===== config.mk =====
export PLATFORM = sky130hd
export DESIGN_NAME = srlr_gate
export DESIGN_NICKNAME = d
export VERILOG_FILES = /design/src/srlr_pkg.sv /design/src/srlr_gate.sv
export SDC_FILE = /design/constraint.sdc
export NUM_CORES = 2
export LEC_CHECK = 0
export ABC_AREA = 1
export BUFFER_PORTS_ARGS = -buffer_cell sky130_fd_sc_hd__buf_2
export CORE_AREA = 4 4 394 396
export CTS_BUF_LIST = sky130_fd_sc_hd__clkbuf_4 sky130_fd_sc_hd__clkbuf_8 sky130_fd_sc_hd__clkbuf_16
export DETAILED_ROUTE_END_ITERATION = 16
export DIE_AREA = 0 0 398 400
export GPL_ROUTABILITY_DRIVEN = 0
export HOLD_SLACK_MARGIN = 0.02
export MAX_ROUTING_LAYER = met4
export PLACE_DENSITY = 0.66
export SYNTH_ARGS = -nofsm -noshare
export SYNTH_HDL_FRONTEND = slang
export SYNTH_SLANG_ARGS = --single-unit
export TNS_END_PERCENT = 50

===== constraint.sdc =====
create_clock -name clk -period 5.04 [get_ports clk]
set_input_delay 1.008 -clock clk [delete_from_list [all_inputs] [get_ports clk]]
set_output_delay 1.008 -clock clk [all_outputs]
set_load 0.02 [all_outputs]

===== src/srlr_pkg.sv =====
// Shared types, constants and helper functions of the slow event reporter.
`timescale 1ns / 1ps
package srlr_pkg;

	localparam int unsigned TimeW      = 63;
	localparam int unsigned RegW       = 51;
	localparam int unsigned CountW     = 31;
	localparam int unsigned UsW        = 32;
	localparam int unsigned NumLanes   = 7;
	localparam int unsigned DiffW      = 64;
	localparam int unsigned DigitW     = 16;
	localparam int unsigned NumDigits  = DiffW / DigitW;
	localparam int unsigned RemW       = 10;
	localparam int unsigned DvdW       = RemW + DigitW;
	localparam int unsigned RecipW     = 27;
	localparam int unsigned ProdW      = DvdW + RecipW;
	localparam int unsigned RecipShift = 36;
	localparam int unsigned LaneStages = NumDigits + 2;
	localparam int unsigned PipeStages = LaneStages + 2;

	localparam int unsigned LaneEvRd = 0;
	localparam int unsigned LaneRdDl = 1;
	localparam int unsigned LaneDlCs = 2;
	localparam int unsigned LaneCsFn = 3;
	localparam int unsigned LaneCsGp = 4;
	localparam int unsigned LaneGpPr = 5;
	localparam int unsigned LaneEvPr = 6;

	localparam logic [RegW-1:0]   SlowThresholdRst = 51'd200000000;
	localparam logic [RegW-1:0]   MinIntervalRst   = 51'd60000000000;
	localparam logic [DvdW-1:0]   NsPerUs          = 26'd1000;
	localparam logic [RecipW-1:0] UsRecip          = 27'd68719477;
	localparam logic [CountW-1:0] CountMax         = '1;

	typedef enum logic [0:0] {
		CFG_SLOW_THRESHOLD = 1'b0,
		CFG_MIN_INTERVAL   = 1'b1
	} cfg_idx_t;

	typedef logic [TimeW-1:0] ns_t;

	typedef struct packed {
		logic is_down;
		logic complete;
		ns_t  pr;
		ns_t  gp;
		ns_t  fn;
		ns_t  cs;
		ns_t  dl;
		ns_t  rd;
		ns_t  ev;
	} item_t;

	typedef struct packed {
		logic              was_down;
		logic [CountW-1:0] events;
		logic [CountW-1:0] skipped;
	} meta_t;

	typedef logic [NumLanes-1:0][DiffW-1:0] diff_vec_t;

	typedef struct packed {
		logic [RemW-1:0]   rem;
		logic [DigitW-1:0] quo;
	} digit_t;

	function automatic logic [CountW-1:0] sat_inc(input logic [CountW-1:0] c);
		return (c == CountMax) ? CountMax : c + {{(CountW-1){1'b0}}, 1'b1};
	endfunction

	// Divide the carried remainder and the next digit by 1000 with a scaled reciprocal.
	function automatic digit_t digit_div(input logic [RemW-1:0] rem,
			input logic [DigitW-1:0] dig);
		digit_t           o;
		logic [DvdW-1:0]  x;
		logic [ProdW-1:0] p;
		logic [DvdW-1:0]  back;
		x     = {rem, dig};
		p     = {{RecipW{1'b0}}, x} * {{DvdW{1'b0}}, UsRecip};
		o.quo = p[RecipShift +: DigitW];
		back  = x - {{RemW{1'b0}}, o.quo} * NsPerUs;
		o.rem = back[RemW-1:0];
		return o;
	endfunction

endpackage


===== src/srlr_gate.sv =====
// Configuration registers, event and skip counters and the report decision.
`timescale 1ns / 1ps
module srlr_gate (
	input  logic                      clk,
	input  logic                      arst_n,
	input  logic                      cfg_we,
	input  logic [0:0]                cfg_index,
	input  logic [srlr_pkg::RegW-1:0] cfg_wdata,
	input  srlr_pkg::item_t           item,
	input  logic                      valid,
	input  logic                      advance,
	output logic                      report,
	output srlr_pkg::diff_vec_t       diff_s2,
	output srlr_pkg::meta_t           meta_s2
);

	logic [srlr_pkg::RegW-1:0]   thr_q;
	logic [srlr_pkg::RegW-1:0]   intv_q;
	srlr_pkg::ns_t               last_q;
	logic [srlr_pkg::CountW-1:0] ev_cnt_q;
	logic [srlr_pkg::CountW-1:0] skip_cnt_q;

	logic [srlr_pkg::DiffW-1:0]  e2e;
	logic [srlr_pkg::DiffW-1:0]  elapsed;
	logic                        slow;
	logic                        too_soon;
	logic                        take;

	always_comb begin
		e2e      = {1'b0, item.pr} - {1'b0, item.ev};
		elapsed  = {1'b0, item.ev} - {1'b0, last_q};
		slow     = !e2e[srlr_pkg::DiffW-1] &&
			(e2e >= {{(srlr_pkg::DiffW-srlr_pkg::RegW){1'b0}}, thr_q});
		too_soon = elapsed[srlr_pkg::DiffW-1] ||
			(elapsed < {{(srlr_pkg::DiffW-srlr_pkg::RegW){1'b0}}, intv_q});
		report   = item.complete && slow && !too_soon;
		take     = valid && advance;
	end

	always_ff @(posedge clk or negedge arst_n) begin
		if (!arst_n) begin
			thr_q      <= srlr_pkg::SlowThresholdRst;
			intv_q     <= srlr_pkg::MinIntervalRst;
			last_q     <= '0;
			ev_cnt_q   <= '0;
			skip_cnt_q <= '0;
		end else begin
			if (cfg_we) begin
				case (srlr_pkg::cfg_idx_t'(cfg_index))
					srlr_pkg::CFG_SLOW_THRESHOLD: thr_q  <= cfg_wdata;
					srlr_pkg::CFG_MIN_INTERVAL:   intv_q <= cfg_wdata;
					default: ;
				endcase
			end
			if (take && item.complete) begin
				if (report) begin
					ev_cnt_q   <= '0;
					skip_cnt_q <= '0;
					last_q     <= item.rd;
				end else begin
					ev_cnt_q <= srlr_pkg::sat_inc(ev_cnt_q);
					if (slow) begin
						skip_cnt_q <= srlr_pkg::sat_inc(skip_cnt_q);
					end
				end
			end
		end
	end

	always_ff @(posedge clk) begin
		if (advance) begin
			diff_s2[srlr_pkg::LaneEvRd] <= {1'b0, item.rd} - {1'b0, item.ev};
			diff_s2[srlr_pkg::LaneRdDl] <= {1'b0, item.dl} - {1'b0, item.rd};
			diff_s2[srlr_pkg::LaneDlCs] <= {1'b0, item.cs} - {1'b0, item.dl};
			diff_s2[srlr_pkg::LaneCsFn] <= {1'b0, item.fn} - {1'b0, item.cs};
			diff_s2[srlr_pkg::LaneCsGp] <= {1'b0, item.gp} - {1'b0, item.cs};
			diff_s2[srlr_pkg::LaneGpPr] <= {1'b0, item.pr} - {1'b0, item.gp};
			diff_s2[srlr_pkg::LaneEvPr] <= e2e;
			meta_s2.was_down <= item.is_down;
			meta_s2.events   <= srlr_pkg::sat_inc(ev_cnt_q);
			meta_s2.skipped  <= skip_cnt_q;
		end
	end

endmodule


## Word-level counts from Yosys, hierarchy flattened

Index checks and enable logic that the tools add are counted.

| word-level totals | value |
|---|---|
| bits in registers | 738 |
| output and inout bits | 512 |
| input bits | 500 |
| logic and storage cells | 48 |

| operators by class | value |
|---|---|
| equal/unequal tests | 2 |
| $add $sub $neg | 10 |
| bitwise logic cells | 1 |
| reductions and logical operators | 13 |
| $lt $le $gt $ge | 2 |
| mux-type cells | 5 |

Operator list:

| cell | number |
|---|---|
| $sub 63x63->64 | 8 |
| $mux 31 | 5 |
| $ge 64x51->1 | 1 |
| $lt 64x51->1 | 1 |
| $add 31x1->31 const B | 2 |
| $eq 31x31->1 const B | 2 |
| $reduce_and 2->1 | 4 |
| $logic_and 1x1->1 | 5 |
| $logic_not 1->1 | 2 |
| $reduce_bool 2->1 | 1 |
| $logic_or 1x1->1 | 1 |
| $not 1->1 | 1 |

## Logic depth before layout (Yosys ltp)

| logic depth | value |
|---|---|
| word-level depth | 7 |
| gate-level depth with buffers | 35 |
| gate-level depth less buffers | 33 |

## Worst setup path before layout

No wires, ideal clock.

| path | value |
|---|---|
| path kind | input -> output |
| start point | input port item[378] (netlist name) |
| end point | output port report |
| data arrival time | 4171 ps |
| slack | -139 ps |
| stages on the path | 29 |
| data required time | 4032 ps |
| buffers on the path | 2 |
| cell sequence | inv_1 ha_1 inv_1 fa_1 nand3_1 nand3_2 nand2_1 nand3_1 nand4_1 nand3_2 a31o_2 xor2_1 ha_1 nand2_1 nor2_1 nand2_1 nor4_1 nand2_1 nand2_1 nand2_1 nand2_1 nand2_1 nand3_2 nand2_1 nor2_2 buf_6 nand2_8 buf_6 inv_1 |

| between the ends | value |
|---|---|
| word-level cells in the longest chain between the ends | 5 |
| elaborated cells on any way between the ends | 6 |
| classes of those cells | add/sub (1); order compare (1); reduce/logical (4) |

Ends and longest elaborated chain:

| what | line | RTL |
|---|---|---|
| start: declaration | srlr_gate.sv:9 | `input srlr_pkg::item_t item,` |
| $sub 63x63->64 | srlr_gate.sv:30 | `e2e = {1'b0, item.pr} - {1'b0, item.ev};` |
| named net e2e (one bit) | srlr_gate.sv:23 | `logic [srlr_pkg::DiffW-1:0] e2e;` |
| $ge 64x51->1 | srlr_gate.sv:33 | `(e2e >= {{(srlr_pkg::DiffW-srlr_pkg::RegW){1'b0}}, thr_q});` |
| $logic_and 1x1->1 | srlr_gate.sv:32 | `slow = !e2e[srlr_pkg::DiffW-1] &&` |
| $logic_and 1x1->1 (2 in a row) | srlr_gate.sv:36 | `report = item.complete && slow && !too_soon;` |
| end: declaration | srlr_gate.sv:12 | `output logic report,` |

The timed path passes the listed nets, and every way through them passes these cells.

## Worst setup path after layout

| path | value |
|---|---|
| start point | input port item[34] (netlist name) |
| end point | output port report |

Same word-level chain as after synthesis.

==> impl.org <==
** Finish
- The post-route netlist has 21.7% of its cells at a drive strength greater than 1.
- Most used cells in the layout excluding fill and tap cells :: 1852 x nand2_1, 1664 x inv_1, 995 x buf_2, 799 x nor2_1, 781 x a21oi_1
- Leaving out fill and tap cells, the most frequent cell in the layout is nand2_1.
- Filler Cells Inserted :: 14414
- Final cell count without fillers :: 12611
- Synthesis-to-finish area growth :: 27.9%
- For this run, the share of the core covered by cells in the final layout is 53.3%.
- The final layout contains 11538 nets.

** Clock tree
- TritonCTS Sinks :: 738
- Clock tree synthesis inserted a total of 86 buffers.
- Root buffer cell :: clkbuf_16
- Clk slew on worst S/H paths :: 0.05 ns
- CTS built an H-tree with a depth of 3.
- Clock latency on the worst-skew pair, taken at its later pin, is 0.74 ns.
- TritonCTS built the clock tree.
- Maximum clock insertion buffer count :: 3

** Floorplan
- The floorplan step set the die height to 400 um.
- The total area inside the core boundary comes to 152000 sq um.
- Once the floorplan was initialized, standard cells occupied 41.7% of the core.
- From left edge to right edge, the die measures 398 um.
- 1012 I/O pins were placed.
- After floorplanning, the core was divided into 143 placement rows.
- The floorplan step defined a die boundary enclosing 159000 sq um.

** Worst setup path
- Endpoint of the worst register-to-register path :: last_q[14]
- The worst register-to-register path begins at last_q[23].
- Data arrives at the worst endpoint at 4.63 ns.
- Max Fanout on Critical Path :: 4
- Tracing the worst setup path back leads to its startpoint at item[34].
- The most numerous cell type found on the critical path is nand2_1.
- Worst reg2reg setup slack :: 0.03 ns
- CP max-delay cell :: ha_1
- The worst setup path is of the input port to output port kind.
- Stage delay of the slowest cell on the critical path :: 0.33 ns
- The worst register-to-register path has a depth of 23.
- Critical path required time :: 4.03 ns
- Category of the worst setup path launch point :: input port
- STA classifies the critical path endpoint as an output port.
- Critical Path Sink :: report

** Route
- Vias :: 70707
- Before antenna repair, the detailed router went through 9 iterations.
- The first routing iteration left 8667 violations.
- Remaining design rule violation count :: 0
- The routed design has 317000 um of wire.
- Dividing the detail-routed wire length by the instance count gives 25.1 um.
- Post-detailed-route via-to-cell ratio :: 5.61
- The detail route stage leaves a number of antenna-violating nets equal to 0.

** STA
- The count of final hold-check violations is 0.
- After layout, the worst path uses 112% of the clock period.
- Setup violations remaining at the end of the flow were counted as 1.
- Max Clock Freq :: 178 MHz
- On the final layout, the worst clock skew is 0.0451 ns.
- Post-layout min period :: 5.63 ns
- Headroom to the max-slew limit came out at 27.9%.
- Setup repair after global routing could not meet its margin everywhere.
- For the pin with the worst max-slew slack, the measured transition is 1.07 ns.
- The number of pins exceeding their max-slew limit in the final report was 0.
- Setup slack after layout :: -0.593 ns

** Power and ir drop
- Max rail drop VDD :: 0.281 mV
- For this design the static power due to leakage is 40.5 nW.
- Power density normalized to cell area :: 335 nW/um^2

** Synthesis
- In this run the cell area of the synthesized design comes to 63200 sq um.
- The synthesized design contains 738 register bits.
- The synthesized design contains 511 enable-type register cells.
- The average instance in the mapped netlist occupies 7.28 sq um.
- For this run, the register share of the synthesized area comes to 33.3%.
- Share of flip-flops with an asynchronous set or reset :: 30.8%
- When the netlist entered floorplanning its net count stood at 9806.
- In the synthesized netlist the dominant register cell turns out to be edfxtp_1.
- Distinct cell type count of the synthesized netlist :: 58
- For this run, the number of Yosys warnings is 0.
- After technology mapping, the gate count stands at 8691.

** Global routing
- Maximum number of pins on one net before global-route repair :: 147
- Initial antenna violation count :: 99
- Global routing used 39.2% of the available tracks.
- The number of global-route vias before repair is 65856.
- Overall overflow remaining after global route :: 0
- First-pass GRT wire length :: 437000 um

** Placed design
- Number of port buffers :: 1011
- Placed Cells incl. Taps :: 12350
- Detail Placement HPWL :: 269000 um

** Hold path
- The worst hold path belongs to the class input port to async pin.

** Flow run
- The tool flagged a number of max-cap violations equal to 0.

** Status
- The checks that failed: setup timing.
- The run finished, with violations left.
==> routing by layer <==
metal	global-route usage [%]	vias to the layer above	share of wire [%]
li1	-	32209	-
met1	45.9	32586	36
met2	57.0	4667	42
met3	9.93	1245	12
met4	31.2	0	10
met5	-	-	0
==> sequential cells by signal (all words and copies together), names as in the netlist <==
name        count
last_q         63
skip_cnt_q     31
diff_s2       448
thr_q          51
intv_q         51
meta_s2        63
ev_cnt_q       31
==> how the worst min path moves through the flow <==
stage                    start         end  slack (ns)  cells past startpoint
finish                  arst_n  intv_q[19]        0.23                      1
global route            arst_n   thr_q[20]        0.30                      1
CTS                     arst_n   thr_q[20]        0.27                      1
detailed placement  last_q[54]  last_q[54]        0.46                      2
global placement    last_q[38]  last_q[38]        0.46                      2
floorplan           last_q[10]  last_q[10]        0.44                      2
==> logic make-up after synthesis <==
kind of cell	after synthesis	synth area share, %
compound gates	1756	15.5
xor+xnor	461	6.39
fa+ha+maj	615	12.3
buf+inv	1783	10.7
flops	738	33.3
simple gates	3338	21.8
==> cells in the mapped netlist (19+ instances only) <==
| cell type | count | area share, % |
|---|---|---|
| clkbuf_1 | 42 | 0.25 |
| a21boi_0 | 43 | 0.51 |
| dfrtp_1 | 200 | 7.9 |
| inv_1 | 1696 | 10 |
| edfxtp_1 | 511 | 24 |
| nand3_1 | 236 | 1.9 |
| o21ai_0 | 426 | 3.4 |
| nand4_1 | 124 | 1.2 |
| a21oi_1 | 814 | 6.4 |
| xor2_1 | 299 | 4.1 |
| a31oi_1 | 200 | 2.0 |
| o211ai_1 | 19 | 0.23 |
| o21ai_1 | 39 | 0.31 |
| o221ai_1 | 24 | 0.33 |
| nor2_1 | 831 | 4.9 |
| o21bai_1 | 40 | 0.47 |
| xnor2_1 | 162 | 2.2 |
| nor3_1 | 79 | 0.63 |
| nor2_2 | 21 | 0.21 |
| a21o_1 | 35 | 0.42 |
| nor4_1 | 38 | 0.38 |
| nand3_2 | 30 | 0.47 |
| ha_1 | 607 | 12 |
| o21a_1 | 55 | 0.65 |
| dfstp_2 | 27 | 1.1 |
| nand2_1 | 1924 | 11 |
==> where the power goes <==
part / leakage, nW / total (W) / internal, W / switching [W]
sequential: 7.93 / 0.00826 / 0.00770 / 0.000560
clock: 1.48 / 0.00671 / 0.00379 / 0.00291
combinational: 31.1 / 0.0121 / 0.00434 / 0.00776
total: 40.5 / 0.0271 / 0.0158 / 0.0112
==> cell type report <==
class / instances / area, sq um / area share [%]
Clock buffer: 111 / 2410 / 2.98
Multi-Input combinational cell: 6170 / 37100 / 45.9
Antenna cell: 85 / 213 / 0.263
Sequential cell: 738 / 21100 / 26.0
Tap cell: 2030 / 2540 / 3.14
Clock inverter: 50 / 572 / 0.707
Inverter: 1712 / 6450 / 7.97
Timing Repair Buffer: 1715 / 10500 / 13.0
==> worst max-delay path: cells and delay by family <==
kind / cells / cell delay, ns
AO/OA/AOI/OAI: 1 / 0.05
XOR/XNOR: 1 / 0.15
adder cells (fa/ha/maj): 2 / 0.61
buffers and inverters: 7 / 0.73
AND/OR/NAND/NOR: 16 / 2.06
==> stage by stage <==
step / total power (W) / hold slack [ns] / setup WS (ns) / setup TNS (ns) / area (sq um)
after global placement: 0.0194 / 0.457 / -1.01 / -106.15 / 75800
after floorplan: 0.0143 / 0.442 / -0.0285 / -0.0285 / 63200
after CTS: 0.0265 / 0.269 / -0.473 / -0.473 / 79700
after detailed placement: 0.0195 / 0.463 / -0.988 / -104.86 / 75800
after global routing: 0.0282 / 0.300 / -0.757 / -6.54 / 80800
final: 0.0271 / 0.235 / -0.593 / -0.593 / 80800
==> timing repair <==
action,4_1_cts,5_1_grt
pin swaps,36,58
buffers inserted,8,8
cloned,0,0
hold buffers,0,0
endpoints found under the setup margin,67,64
gates resized for setup,180,181
Power figures use the tool's default switching activity.
